## src/hdl/pfsp_pkg.sv

```systemverilog
`timescale 1ns / 1ps
// ----------------------------------------------------------------------------
// pfsp_pkg
// Types and constants shared by the protobuf field scan and patch block.
// ----------------------------------------------------------------------------
package pfsp_pkg;

  // Scan phases
  typedef enum logic [2:0] {
    PH_KEY    = 3'd0,
    PH_VARINT = 3'd1,
    PH_LEN    = 3'd2,
    PH_SKIP   = 3'd3,
    PH_PATCH  = 3'd4,
    PH_DONE   = 3'd5
  } phase_t;

  // Reported outcome
  typedef enum logic [1:0] {
    OC_SCAN      = 2'd0,
    OC_PATCHED   = 2'd1,
    OC_MALFORMED = 2'd2,
    OC_NO_FIELD  = 2'd3
  } outcome_t;

  // Configuration register indexes
  localparam logic [1:0] CFG_CODE_LOW  = 2'd0;
  localparam logic [1:0] CFG_CODE_MID  = 2'd1;
  localparam logic [1:0] CFG_CODE_HIGH = 2'd2;

  // Wire types
  localparam logic [2:0] WT_VARINT  = 3'd0;
  localparam logic [2:0] WT_FIXED64 = 3'd1;
  localparam logic [2:0] WT_LEN     = 3'd2;
  localparam logic [2:0] WT_FIXED32 = 3'd5;

  localparam int          FIXED64_BYTES    = 8;
  localparam int          FIXED32_BYTES    = 4;
  localparam int          VARINT_MAX_BYTES = 10;
  localparam int          CODE_BYTES       = 20;
  localparam logic [31:0] PATCH_FIELD      = 32'd2;
  localparam logic [63:0] PATCH_LEN        = 64'd20;

  // Scanner state that does not depend on the message size
  typedef struct packed {
    phase_t      phase;
    logic [3:0]  vcnt;       // varint bytes seen, shift = 7 * vcnt
    logic [63:0] accum;
    logic [31:0] field_num;
    logic [4:0]  code_index;
    outcome_t    outcome;
  } scan_state_t;

  localparam scan_state_t SCAN_REARM = '{
    phase:      PH_KEY,
    vcnt:       4'd0,
    accum:      64'd0,
    field_num:  32'd0,
    code_index: 5'd0,
    outcome:    OC_SCAN
  };

  // No key byte or value pending
  function automatic logic at_boundary(scan_state_t s);
    return (s.phase == PH_KEY) && (s.vcnt == 4'd0);
  endfunction

endpackage

```

## src/hdl/pfsp_body_if.sv

```systemverilog
`timescale 1ns / 1ps
// ----------------------------------------------------------------------------
// pfsp_body_if
// Request channel carrying one message byte with its length and end mark.
// ----------------------------------------------------------------------------
interface pfsp_body_if;
  logic        valid;
  logic        ready;
  logic [7:0]  body_byte;
  logic [16:0] body_length;
  logic        last_in;

  modport source (output valid, body_byte, body_length, last_in, input ready);
  modport sink   (input valid, body_byte, body_length, last_in, output ready);
endinterface

```

## src/hdl/pfsp_result_if.sv

```systemverilog
`timescale 1ns / 1ps
// ----------------------------------------------------------------------------
// pfsp_result_if
// Request channel carrying one output byte and the scan status.
// ----------------------------------------------------------------------------
interface pfsp_result_if;
  logic       valid;
  logic       ready;
  logic [7:0] out_byte;
  logic       replaced;
  logic [1:0] outcome;
  logic       last_out;

  modport source (output valid, out_byte, replaced, outcome, last_out, input ready);
  modport sink   (input valid, out_byte, replaced, outcome, last_out, output ready);
endinterface

```

## src/hdl/pfsp_cfg_if.sv

```systemverilog
`timescale 1ns / 1ps
// ----------------------------------------------------------------------------
// pfsp_cfg_if
// Configuration write channel: register index and write data.
// ----------------------------------------------------------------------------
interface pfsp_cfg_if;
  logic        valid;
  logic        ready;
  logic [1:0]  reg_index;
  logic [63:0] wr_data;

  modport source (output valid, reg_index, wr_data, input ready);
  modport sink   (input valid, reg_index, wr_data, output ready);
endinterface

```

## src/hdl/pfsp_step.sv

```systemverilog
`timescale 1ns / 1ps
// ----------------------------------------------------------------------------
// pfsp_step
// Next-state and output logic of the scanner for one message byte.
// ----------------------------------------------------------------------------
module pfsp_step #(
  parameter int MAX_MESSAGE_BYTES = 65536,
  parameter int PW = $clog2(MAX_MESSAGE_BYTES + 1),
  parameter int LW = (PW > 17) ? PW : 17
) (
  input  pfsp_pkg::scan_state_t cur,
  input  logic [PW-1:0]         pos,
  input  logic [LW-1:0]         skip_cnt,
  input  logic [159:0]          code,
  input  logic [7:0]            body_byte,
  input  logic [16:0]           body_length,
  input  logic                  last_in,
  output pfsp_pkg::scan_state_t st_next,
  output logic [PW-1:0]         pos_next,
  output logic [LW-1:0]         skip_next,
  output logic [7:0]            out_byte,
  output logic                  replaced,
  output pfsp_pkg::outcome_t    res_outcome
);
  import pfsp_pkg::*;

  logic [LW-1:0]         len_ext;
  logic [LW-1:0]         lenc;
  logic [LW:0]           consumed;
  logic [LW-1:0]         left;
  logic [6:0]            shift7;
  logic [63:0]           acc;
  logic [19:0][7:0]      code_arr;
  scan_state_t           nx;

  // Message length clamp and bytes left after this one
  always_comb begin
    len_ext  = LW'(body_length);
    lenc     = (len_ext > LW'(MAX_MESSAGE_BYTES)) ? LW'(MAX_MESSAGE_BYTES) : len_ext;
    consumed = (LW + 1)'(pos) + 1'b1;
    left     = ({1'b0, lenc} > consumed) ? LW'({1'b0, lenc} - consumed) : '0;
    shift7   = 7'(7'(cur.vcnt) * 7'd7);
    acc      = cur.accum | (64'(body_byte[6:0]) << shift7);
  end

  // Next state
  always_comb begin
    nx        = cur;
    skip_next = skip_cnt;
    pos_next  = pos;

    // byte past the message end is not parsed
    if (cur.outcome == OC_SCAN && LW'(pos) >= lenc) begin
      nx.phase   = PH_DONE;
      nx.outcome = at_boundary(cur) ? OC_NO_FIELD : OC_MALFORMED;
    end

    case (nx.phase)
      PH_PATCH: begin
        nx.code_index = cur.code_index + 5'd1;
        if (nx.code_index >= 5'(CODE_BYTES)) nx.phase = PH_DONE;
      end
      PH_SKIP: begin
        if (skip_cnt != '0) skip_next = skip_cnt - 1'b1;
        if (skip_next == '0) nx.phase = PH_KEY;
      end
      PH_KEY, PH_VARINT, PH_LEN: begin
        nx.accum = acc;
        if (body_byte[7]) begin
          nx.vcnt = cur.vcnt + 4'd1;
          if (nx.vcnt >= 4'(VARINT_MAX_BYTES)) begin
            nx.phase   = PH_DONE;
            nx.outcome = OC_MALFORMED;
          end
        end else begin
          nx.accum = '0;
          nx.vcnt  = '0;
          case (cur.phase)
            PH_KEY: begin
              nx.field_num = acc[34:3];
              case (acc[2:0])
                WT_VARINT: nx.phase = PH_VARINT;
                WT_FIXED64: begin
                  if (LW'(FIXED64_BYTES) > left) begin
                    nx.phase   = PH_DONE;
                    nx.outcome = OC_MALFORMED;
                  end else begin
                    skip_next = LW'(FIXED64_BYTES);
                    nx.phase  = PH_SKIP;
                  end
                end
                WT_FIXED32: begin
                  if (LW'(FIXED32_BYTES) > left) begin
                    nx.phase   = PH_DONE;
                    nx.outcome = OC_MALFORMED;
                  end else begin
                    skip_next = LW'(FIXED32_BYTES);
                    nx.phase  = PH_SKIP;
                  end
                end
                WT_LEN: nx.phase = PH_LEN;
                default: begin
                  nx.phase   = PH_DONE;
                  nx.outcome = OC_MALFORMED;
                end
              endcase
            end
            PH_VARINT: nx.phase = PH_KEY;
            default: begin
              // length of a length-delimited value
              if (acc > 64'(left)) begin
                nx.phase   = PH_DONE;
                nx.outcome = OC_MALFORMED;
              end else if (cur.field_num == PATCH_FIELD && acc == PATCH_LEN) begin
                nx.outcome    = OC_PATCHED;
                nx.code_index = '0;
                nx.phase      = PH_PATCH;
              end else if (acc == '0) begin
                nx.phase = PH_KEY;
              end else begin
                skip_next = LW'(acc);
                nx.phase  = PH_SKIP;
              end
            end
          endcase
        end
      end
      default: ;
    endcase

    // message end while still scanning
    if (nx.outcome == OC_SCAN && (consumed >= {1'b0, lenc} || last_in)) begin
      nx.outcome = at_boundary(nx) ? OC_NO_FIELD : OC_MALFORMED;
      nx.phase   = PH_DONE;
    end

    res_outcome = nx.outcome;

    // rearm after the final byte, else advance the saturating position
    if (last_in) begin
      nx        = SCAN_REARM;
      skip_next = '0;
      pos_next  = '0;
    end else if (pos < PW'(MAX_MESSAGE_BYTES)) begin
      pos_next = pos + 1'b1;
    end

    st_next = nx;
  end

  // Output byte: code byte while patching
  always_comb begin
    code_arr = code;
    out_byte = body_byte;
    replaced = 1'b0;
    if (cur.phase == PH_PATCH) begin
      replaced = 1'b1;
      out_byte = (cur.code_index < 5'(CODE_BYTES)) ? code_arr[cur.code_index] : 8'h00;
    end
  end

endmodule

```

## src/hdl/protobuf_field_scan_patch_core.sv

```systemverilog
`timescale 1ns / 1ps
// A result is registered and valid in the cycle after its byte is accepted.
// One byte per cycle while the sink keeps taking results; the scanner state
// register is updated once per accepted byte and the result register frees
// as the sink takes it. Reset (rst, synchronous): scanner rearmed, code
// registers zero, result register empty.
// ----------------------------------------------------------------------------
// protobuf_field_scan_patch_core
// Byte-stream protobuf field scanner that overwrites the first 20-byte
// field 2 with a configured code.
// ----------------------------------------------------------------------------
module protobuf_field_scan_patch_core #(
  parameter int MAX_MESSAGE_BYTES = 65536
) (
  input logic        clk,
  input logic        rst,
  pfsp_body_if.sink     body,
  pfsp_result_if.source result,
  pfsp_cfg_if.sink      cfg
);
  import pfsp_pkg::*;

  localparam int PW = $clog2(MAX_MESSAGE_BYTES + 1);
  localparam int LW = (PW > 17) ? PW : 17;

  scan_state_t   st;
  scan_state_t   st_next;
  logic [PW-1:0] pos;
  logic [PW-1:0] pos_next;
  logic [LW-1:0] skip_cnt;
  logic [LW-1:0] skip_next;
  logic [63:0]   code_low;
  logic [63:0]   code_mid;
  logic [31:0]   code_high;
  logic [7:0]    step_byte;
  logic          step_replaced;
  outcome_t      step_outcome;
  logic          res_valid;
  logic          body_acc;

  assign body.ready   = !res_valid || result.ready;
  assign body_acc     = body.valid && body.ready;
  assign cfg.ready    = 1'b1;
  assign result.valid = res_valid;

  pfsp_step #(
    .MAX_MESSAGE_BYTES(MAX_MESSAGE_BYTES),
    .PW(PW),
    .LW(LW)
  ) u_step (
    .cur        (st),
    .pos        (pos),
    .skip_cnt   (skip_cnt),
    .code       ({code_high, code_mid, code_low}),
    .body_byte  (body.body_byte),
    .body_length(body.body_length),
    .last_in    (body.last_in),
    .st_next    (st_next),
    .pos_next   (pos_next),
    .skip_next  (skip_next),
    .out_byte   (step_byte),
    .replaced   (step_replaced),
    .res_outcome(step_outcome)
  );

  // Scanner state
  always_ff @(posedge clk) begin
    if (rst) begin
      st       <= SCAN_REARM;
      pos      <= '0;
      skip_cnt <= '0;
    end else if (body_acc) begin
      st       <= st_next;
      pos      <= pos_next;
      skip_cnt <= skip_next;
    end
  end

  // Code registers
  always_ff @(posedge clk) begin
    if (rst) begin
      code_low  <= '0;
      code_mid  <= '0;
      code_high <= '0;
    end else if (cfg.valid) begin
      case (cfg.reg_index)
        CFG_CODE_LOW:  code_low  <= cfg.wr_data;
        CFG_CODE_MID:  code_mid  <= cfg.wr_data;
        CFG_CODE_HIGH: code_high <= cfg.wr_data[31:0];
        default: ;
      endcase
    end
  end

  // Result register
  always_ff @(posedge clk) begin
    if (rst) begin
      res_valid <= 1'b0;
    end else if (body_acc) begin
      res_valid <= 1'b1;
    end else if (result.ready) begin
      res_valid <= 1'b0;
    end
  end

  always_ff @(posedge clk) begin
    if (body_acc) begin
      result.out_byte <= step_byte;
      result.replaced <= step_replaced;
      result.outcome  <= step_outcome;
      result.last_out <= body.last_in;
    end
  end

`ifndef SYNTHESIS
  a_replaced_patched: assert property (@(posedge clk) disable iff (rst)
    result.valid && result.replaced |-> result.outcome == OC_PATCHED)
    else $error("replaced byte without patched outcome");

  a_patch_outcome: assert property (@(posedge clk) disable iff (rst)
    st.phase == PH_PATCH |-> st.outcome == OC_PATCHED)
    else $error("patch phase with wrong outcome");

  a_rearm: assert property (@(posedge clk) disable iff (rst)
    body_acc && body.last_in |=> pos == '0 && st.phase == PH_KEY && st.outcome == OC_SCAN)
    else $error("scanner not rearmed after final byte");

  a_code_index: assert property (@(posedge clk) disable iff (rst)
    st.code_index <= 5'(CODE_BYTES))
    else $error("code index out of range");
`endif

endmodule

```

## src/flat_wrapper.sv

```systemverilog
// flat-port wrapper written by rule: the top's interface ports become plain ports
module protobuf_field_scan_patch_core_flat import pfsp_pkg::*;
#(
  parameter int MAX_MESSAGE_BYTES = 65536
)
  (clk, rst, body_valid, body_body_byte, body_body_length, body_last_in, body_ready, result_valid, result_out_byte, result_replaced, result_outcome, result_last_out, result_ready, cfg_valid, cfg_reg_index, cfg_wr_data, cfg_ready);
  pfsp_body_if body_i ();
  pfsp_result_if result_i ();
  pfsp_cfg_if cfg_i ();
  input logic clk;
  input logic rst;
  input wire logic [$bits(body_i.valid)-1:0] body_valid;
  input wire logic [$bits(body_i.body_byte)-1:0] body_body_byte;
  input wire logic [$bits(body_i.body_length)-1:0] body_body_length;
  input wire logic [$bits(body_i.last_in)-1:0] body_last_in;
  output wire logic [$bits(body_i.ready)-1:0] body_ready;
  output wire logic [$bits(result_i.valid)-1:0] result_valid;
  output wire logic [$bits(result_i.out_byte)-1:0] result_out_byte;
  output wire logic [$bits(result_i.replaced)-1:0] result_replaced;
  output wire logic [$bits(result_i.outcome)-1:0] result_outcome;
  output wire logic [$bits(result_i.last_out)-1:0] result_last_out;
  input wire logic [$bits(result_i.ready)-1:0] result_ready;
  input wire logic [$bits(cfg_i.valid)-1:0] cfg_valid;
  input wire logic [$bits(cfg_i.reg_index)-1:0] cfg_reg_index;
  input wire logic [$bits(cfg_i.wr_data)-1:0] cfg_wr_data;
  output wire logic [$bits(cfg_i.ready)-1:0] cfg_ready;
  assign body_i.valid = body_valid;
  assign body_i.body_byte = body_body_byte;
  assign body_i.body_length = body_body_length;
  assign body_i.last_in = body_last_in;
  assign body_ready = body_i.ready;
  assign result_valid = result_i.valid;
  assign result_out_byte = result_i.out_byte;
  assign result_replaced = result_i.replaced;
  assign result_outcome = result_i.outcome;
  assign result_last_out = result_i.last_out;
  assign result_i.ready = result_ready;
  assign cfg_i.valid = cfg_valid;
  assign cfg_i.reg_index = cfg_reg_index;
  assign cfg_i.wr_data = cfg_wr_data;
  assign cfg_ready = cfg_i.ready;
  protobuf_field_scan_patch_core #(.MAX_MESSAGE_BYTES(MAX_MESSAGE_BYTES)) u_core (.clk(clk), .rst(rst), .body(body_i), .result(result_i), .cfg(cfg_i));
endmodule
```

## config.mk

```make
export PLATFORM = sky130hd
export DESIGN_NAME = protobuf_field_scan_patch_core_flat
export DESIGN_NICKNAME = d
export VERILOG_FILES = /design/src/hdl/pfsp_pkg.sv /design/src/hdl/pfsp_body_if.sv /design/src/hdl/pfsp_result_if.sv /design/src/hdl/pfsp_cfg_if.sv /design/src/hdl/pfsp_step.sv /design/src/hdl/protobuf_field_scan_patch_core.sv /design/src/flat_wrapper.sv
export SDC_FILE = /design/constraint.sdc
export NUM_CORES = 1
export LEC_CHECK = 0
export BUFFER_PORTS_ARGS = -buffer_cell sky130_fd_sc_hd__clkbuf_2
export CORE_MARGIN = 2
export CORE_UTILIZATION = 30
export DETAILED_ROUTE_END_ITERATION = 8
export PLACE_DENSITY_LB_ADDON = 0.3
export SYNTH_ARGS = -nofsm -noshare
export SYNTH_HDL_FRONTEND = slang
export SYNTH_SLANG_ARGS = --single-unit
```

## constraint.sdc

```tcl
create_clock -name clk -period 7.6 [get_ports clk]
set_input_delay 0 -clock clk [delete_from_list [all_inputs] [get_ports clk]]
set_output_delay 0 -clock clk [all_outputs]
set_load 0.01 [all_outputs]
```

==> results of run 1 <==
==> synthesized netlist by cell type (15+ instances only) <==
cell type	number	share of area, %
a21oi_1	318	9.3
a22oi_1	47	2.1
buf_1	15	0.33
clkbuf_1	120	2.6
dfxtp_1	305	36
ha_1	74	5.4
inv_1	71	1.5
mux4_2	48	6.3
nand2_1	415	9.1
nand3_1	30	0.87
nand4_1	24	0.87
nor2_1	158	3.4
nor3_1	88	2.6
nor4_1	34	1.2
o21ai_0	27	0.79
or3_1	19	0.69
xnor2_1	17	0.87
xor2_1	16	0.81
==> worst register-to-register path, cell delays in order, from the launching register on <==
cell       delay (ns)
dfxtp_1          0.42
ha_1             0.25
nand4_1          0.21
nor2_1           0.37
nand4_1          0.17
xnor2_1          0.28
ha_1             0.36
nand3_1          0.18
nor2_1           0.07
a2111oi_0        0.45
nor2_1           0.16
nor4_4           0.28
buf_4            0.27
nand2_1          0.09
ha_1             0.32
a21o_1           0.19
a211oi_1         0.25
o41ai_1          0.13
o31ai_2          0.42
and3_1           0.23
nor4b_1          0.42
o21a_1           0.47
nor2_1           0.35
o311a_1          0.42
==> repair_timing <==
| item | 4_1_cts | 5_1_grt |
|---|---|---|
| gates resized for setup | 0 | 1 |
| endpoints found under the hold margin | 167 | 0 |
| setup endpoints to repair | 0 | 1 |
| hold buffers | 69 | 0 |
==> routing by layer <==
layer | global-route usage (%) | share of wire, %
met4 | 5.287 | 2.3
met2 | 30.05 | 48
met1 | 23.55 | 44
met5 | 0 | 0
met3 | 2.908 | 6.3
==> worst paths after layout <==
check	start	to	slack (ns)	cells past startpoint
worst max-delay path	u_core.pos[0]$_SDFFE_PP0P_	u_core.skip_cnt[4]$_SDFFE_PP0P_	0.74	23
worst min-delay path	body_body_byte[6]	u_core.st[101]$_SDFFE_PP0P_	0.04	3
worst max register to register	u_core.pos[0]$_SDFFE_PP0P_	u_core.skip_cnt[4]$_SDFFE_PP0P_	0.74	23
worst min register to register	u_core.code_high[4]$_SDFFE_PP0P_	u_core.code_high[4]$_SDFFE_PP0P_	0.45	2
==> logic make-up after synthesis <==
| kind of cell | synth area share [%] |
|---|---|
| AO/OA/AOI/OAI | 20.33 |
| flip-flops | 37.60 |
| multiplexers | 6.635 |
| other | 0.02180 |
| XOR/XNOR | 1.680 |
| AND/OR/NAND/NOR | 22.99 |
| buffers and inverters | 5.252 |
| adder cells (fa/ha/maj) | 5.500 |
==> power by group <==
part / switching (mW) / internal, mW / total [mW]
Combinational: 0.394 / 0.233 / 0.627
Clock: 0.744 / 1.13 / 1.88
Sequential: 0.0329 / 1.72 / 1.75
==> final cells by class <==
class                   count  share of cell area, %
clock buffers              53                  5.371
diodes                      2                0.02469
flip-flops and latches    317                  31.92
well taps                 756                  4.667
clock inverters            11                 0.8519
repair buffers            205                  7.130
inverters                  76                  1.407
multi-input cells        1580                  48.63
==> registers in the layout (all words and copies together), names as in the netlist <==
| name | cells |
|---|---|
| u_core.code_high | 32 |
| u_core.code_low | 64 |
| u_core.code_mid | 64 |
| u_core.pos | 17 |
| u_core.result.last_out | 1 |
| u_core.result.out_byte | 8 |
| u_core.result.outcome | 2 |
| u_core.result.replaced | 1 |
| u_core.result.valid | 1 |
| u_core.skip_cnt | 17 |
| u_core.st | 110 |
==> summary.md, run 1 <==
| Metric | Value |
|---|---|
| Gr ovfl total | `0` |
| Async set-reset flop share out of synthesis | `0%` |
| # port buffers | `110` |
| WP buf/inv | `1` |
| Htree depth | `2` |
| Post-Synthesis Cells | `2127` |
| Drc violations | `0` |
| Number of enable flip-flop cells after synthesis | `12` |
| Leak pwr | `7.656 nW` |
| Max_cap viols | `0` |
| Dpl ws | `0.6924 ns` |
| Row Count | `87` |
| DP HPWL | `37180 um` |
| Register bit total from synthesis | `317` |
| Die Ht | `243.4 um` |
| CP max stage cell | `o21a_1` |
| Number of fill cells | `5806` |
| Io pins | `112` |
| Crit-path cells | `ha_1 -> nand4_1 -> nor2_1 -> nand4_1 -> xnor2_1 -> ha_1 -> nand3_1 -> nor2_1 -> a2111oi_0 -> nor2_1 -> nor4_4 -> buf_4 -> nand2_1 -> ha_1 -> a21o_1 -> a211oi_1 -> o41ai_1 -> o31ai_2 -> and3_1 -> nor4b_1 -> o21a_1 -> nor2_1 -> o311a_1` |
| Power Total | `4.256 mW` |
| Via count | `16080` |
| Clock transition at path regs | `0.06 ns` |
| Initial antenna violation count | `2` |
| VDD IR max | `0.1478 mV` |
| Syn Std Cell Area | `0.01720 mm2` |
| Synth Flop Type | `dfxtp_1` |
| CP Class | `reg -> reg` |
| Ratio of cells with drive above 1 in the final layout | `12.53%` |
| Final antenna-violating net count | `0` |
| CTS Buffer Depth | `3` |
| Final critical-path required period | `6.864 ns` |
| Final nets | `2388` |
| Placed Area | `0.01831 mm2` |
| Fin cells | `3000` |
| Setup ws final | `0.7358 ns` |
| Worst slew margin | `9.611%` |
| Post-Route Setup TNS | `0 ns` |
| CTS sink count | `317` |
| Worst-Margin Slew | `1.351 ns` |
| Via density | `5.359` |
| Syn Nets | `2299` |
| Die area | `0.05926 mm2` |
| First-pass GRT wire length | `85950 um` |
| Worst-path fanout max | `18` |
| Post CTS Setup Buffer Count | `0` |
| Pin count of the biggest net entering global routing | `139` |
| Multi-input logic area | `0.009857 mm2` |
| Synth-to-layout area growth | `17.85%` |
| Sequential share of the synthesized area | `37.60%` |
| Hold slack | `0.04116 ns` |
| Slew Limit Fails | `0` |
| DR WL/cell | `18.18 um` |
| Commonest non-fill, non-tap cells in the layout | `415 x nand2_1, 318 x a21oi_1, 303 x dfxtp_1, 158 x nor2_1, 109 x clkbuf_2` |
| First-pass DRT Iterations | `6` |
| Crit share post-route | `90.32%` |
| CTS buffer count | `36` |
| Worst endpoint required time | `8.05 ns` |
| Cells after DPL | `2865` |
| Cell Pwr Density | `210.0 mW/mm2` |
| Highest Clock Rate | `145.7 MHz` |
| Worst Path Arrival | `7.31 ns` |
| Number of global-route vias before repair | `15370` |
| Commonest non-fill, non-tap cell in the layout | `nand2_1` |
| Post-route cell area | `0.02027 mm2` |
| Worst Clk Skew | `0.01617 ns` |
| CP endpoint kind | `register` |
| Final Setup Violations | `0` |
| Post-Route WL | `54550 um` |
| Initial core utilization | `30.44%` |
| Core area | `0.05650 mm2` |
| RSZ-0062 raised after global routing | `no` |
| Status | `finished clean` |
| Gpl congestion | `0.8471` |
| Mean post-synth cell area | `8.086 um2` |
| Yosys cell types | `88` |
| Die X-Extent | `243.4 um` |
| Gr usage total | `17.89%` |
| Final hold vios | `0` |
| Largest stage delay, worst path | `0.47 ns` |
| Storage element area | `0.006469 mm2` |
| CTS tree | `built` |
| Util after Layout | `35.88%` |
| Min-delay worst type | `in -> reg` |
| Root Driver | `clkbuf_16` |
| Worst skew pair latency | `0.56 ns` |
| Ys Warns | `0` |
| Starting DRT DRC Count | `1305` |
| Worst path top cell family by delay | `simple AND/OR/NAND/NOR gates` |
| Crit path launch type | `register` |
| Most used cell, CP | `nor2_1` |
No activity file was read; power rests on OpenSTA's default activity.
==> inputs of run 2 (changes only) <==
--- a/config.mk
+++ b/config.mk
@@ -12,4 +12,5 @@
 export PLACE_DENSITY_LB_ADDON = 0.3
 export SYNTH_ARGS = -nofsm -noshare
 export SYNTH_HDL_FRONTEND = slang
+export SYNTH_HIERARCHICAL = 1
 export SYNTH_SLANG_ARGS = --single-unit
==> run 2 against run 1 <==
Compared with the run above: critical path type unchanged; the flow now finishes with violations (hold timing); register-to-register slack worse by 0.02 ns; final cell count up 19%; critical endpoint is now u_core/skip_cnt[13]$_SDFFE_PP0P_; largest power group unchanged; count of clock-buffer cells in the layout rose by 3.
==> summary.md, run 2 <==
| Metric | Value |
|---|---|
| Hold path start | `rst` |
| CTS Buffer Depth | `3` |
| Worst path top cell family by delay | `simple AND/OR/NAND/NOR gates` |
| Dpl ws | `0.6322 ns` |
| Ratio of cells with drive above 1 in the final layout | `16.47%` |
| Die X-Extent | `266.6 um` |
| Placed Area | `0.02141 mm2` |
| VDD IR max | `0.1468 mV` |
| Fin cells | `3570` |
| CTS tree | `built` |
| First-pass DRT Iterations | `6` |
| Multi-input logic area | `0.01284 mm2` |
| Cells after DPL | `3435` |
| Max_cap viols | `0` |
| CP endpoint kind | `register` |
| Row Count | `96` |
| Gr usage total | `17.60%` |
| Min-delay worst type | `in -> reg` |
| RSZ-0062 raised after global routing | `no` |
| Clock transition at path regs | `0.06 ns` |
| Number of enable flip-flop cells after synthesis | `12` |
| Synth-to-layout area growth | `12.75%` |
| Slew Limit Fails | `0` |
| Largest stage delay, worst path | `0.42 ns` |
| Die Ht | `266.6 um` |
| First-pass GRT wire length | `101200 um` |
| Final nets | `2833` |
| CTS sink count | `317` |
| Worst Setup SP | `u_core/pos[0]$_SDFFE_PP0P_` |
| Post-Synthesis Cells | `2662` |
| Yosys cell types | `101` |
| Final hold vios | `7` |
| Worst-path fanout max | `10` |
| Util after Layout | `34.07%` |
| Highest Clock Rate | `145.3 MHz` |
| Synth top area share | `29.51%` |
| Most used cell, CP | `nand3_1` |
| Status | `complete, but fails checks` |
| Final critical-path required period | `6.884 ns` |
| Gpl congestion | `0.8892` |
| Post-Route Setup TNS | `0 ns` |
| Post-CTS sizing | `0` |
| Post-Route WL | `64610 um` |
| Final Setup Violations | `0` |
| Top-count cell post-synth | `a21oi_1` |
| Final antenna-violating net count | `0` |
| Gr ovfl total | `0` |
| Hold slack | `-0.02351 ns` |
| Synth Flop Type | `dfxtp_1` |
| Pin count of the biggest net entering global routing | `176` |
| Storage element area | `0.006471 mm2` |
| Worst Path Arrival | `7.37 ns` |
| Failing checks | `hold timing` |
| Crit share post-route | `90.58%` |
| WP buf/inv | `1` |
| CTS buffer count | `39` |
| Leak pwr | `8.367 nW` |
| Worst endpoint required time | `8.08 ns` |
| Initial core utilization | `30.22%` |
| Top cells by area, synth | `dfxtp_1 30%, a21oi_1 11%, nand2_1 7.8%` |
| Max FFs per register | `110` |
| Internal power | `3.083 mW` |
| Switching pwr | `1.236 mW` |
| Io pins | `112` |
| Synth area leader | `dfxtp_1` |
| Setup ws final | `0.7159 ns` |
| DR WL/cell | `18.10 um` |
| Initial antenna violation count | `5` |
| Drc violations | `0` |
| Sw frac | `28.62%` |
| Htree depth | `2` |
| Number of global-route vias before repair | `17580` |
| Sequential share of the synthesized area | `31.26%` |
| Worst skew pair latency | `0.56 ns` |
| Crit path launch type | `register` |
| Commonest non-fill, non-tap cell in the layout | `a21oi_1` |
| Syn Std Cell Area | `0.02069 mm2` |
| Async set-reset flop share out of synthesis | `0%` |
| Worst r2r src | `u_core/pos[0]$_SDFFE_PP0P_` |
| Cell Pwr Density | `185.2 mW/mm2` |
| Via count | `19150` |
| Comb pwr share | `16.3%` |
| Mean post-synth cell area | `7.771 um2` |
| Post-route cell area | `0.02332 mm2` |
| Root Driver | `clkbuf_16` |
| Core area | `0.06847 mm2` |
| Biggest register | `u_core/st` |
| Worst-Margin Slew | `1.149 ns` |
| Via density | `5.363` |
| Synth top cells by count | `472 x a21oi_1, 431 x nand2_1, 305 x dfxtp_1` |
| Sequential power share | `40.7%` |
| Number of fill cells | `7402` |
| Top Registers | `u_core/st x110, u_core/code_low x64, u_core/code_mid x64` |
| Register bit total from synthesis | `317` |
| Clock network power share | `43.0%` |
| Worst slew margin | `22.39%` |
| Starting DRT DRC Count | `1514` |
| Ys Warns | `6` |
| Commonest non-fill, non-tap cells in the layout | `472 x a21oi_1, 430 x nand2_1, 303 x dfxtp_1, 192 x nor2_1, 181 x nand3_1` |
| CP max stage cell | `dfxtp_1` |
| CP Class | `reg -> reg` |
| Worst Clk Skew | `0.02645 ns` |
| Syn Nets | `2835` |
| # port buffers | `110` |
| DP HPWL | `41630 um` |
| Die area | `0.07108 mm2` |
[run 2: cell type report]
class | count | share of cell area [%]
repair buffers | 199 | 6.099
flip-flops and latches | 317 | 27.74
clock buffers | 56 | 4.758
well taps | 882 | 4.731
multi-input cells | 2042 | 55.03
clock inverters | 9 | 0.6115
diodes | 4 | 0.04291
inverters | 61 | 0.9817
[run 2: what timing repair did]
item	4_1_cts	5_1_grt
setup buffers	0	2
setup endpoints to repair	0	12
endpoints found under the hold margin	160	0
hold buffers	64	0
[run 2: power by group through the flow]
stage | clock, mW | combinational, mW | sequential [mW]
after floorplan | 0 | 0.496 | 1.78
after global routing | 1.98 | 0.777 | 1.76
final | 1.86 | 0.705 | 1.76
after CTS | 1.91 | 0.701 | 1.76
after detailed placement | 0 | 0.669 | 1.79
after global placement | 0 | 0.671 | 1.79
[run 2: worst paths after layout]
path,slack [ns],to,cells past startpoint
worst max register to register,0.72,u_core/skip_cnt[13]$_SDFFE_PP0P_,28
worst min-delay path,-0.02,u_core/result.valid$_SDFFE_PP0P_,2
worst min register to register,0.45,u_core/code_low[50]$_SDFFE_PP0P_,2
worst max-delay path,0.72,u_core/skip_cnt[13]$_SDFFE_PP0P_,28
[run 2: layer usage]
layer  wire, um  GRT usage [%]  vias up
met3       3636          3.081      105
met2      29460          28.51      464
met1      29640          23.58     9099
met4       1855          5.861        2
met5         13              0        -
li1           -              -     9475
[run 2: stage by stage]
| step | power, mW | hold slack, ns |
|---|---|---|
| 6_report | 4.319 | -0.02351 |
| 5_1_grt | 4.516 | 0.04480 |
| 4_1_cts | 4.370 | 0.03372 |
| 3_5_place_dp | 2.463 | 0.2463 |
| 3_3_place_gp | 2.465 | 0.2405 |
| 2_1_floorplan | 2.272 | 0.09887 |
[run 2: cell families after synthesis]
kind of cell	Yosys count	share of synthesized area, %
xor gates and xnor gates	43	1.820
DFF	317	31.26
adders and majority gates	76	4.633
and+or+nand+nor	1015	22.92
other	1	0.01813
AOI/OAI and AO/OA	844	26.49
muxes	63	5.963
buffers and inverters	303	6.895
[run 2: worst register-to-register path, delay by kind of cell, from the launching register on]
kind | cells | cell delay, ns
xor gates and xnor gates | 1 | 0.26
AOI/OAI and AO/OA | 10 | 2.28
DFF | 1 | 0.42
and+or+nand+nor | 13 | 2.74
adders and majority gates | 3 | 0.93
buffers and inverters | 1 | 0.20
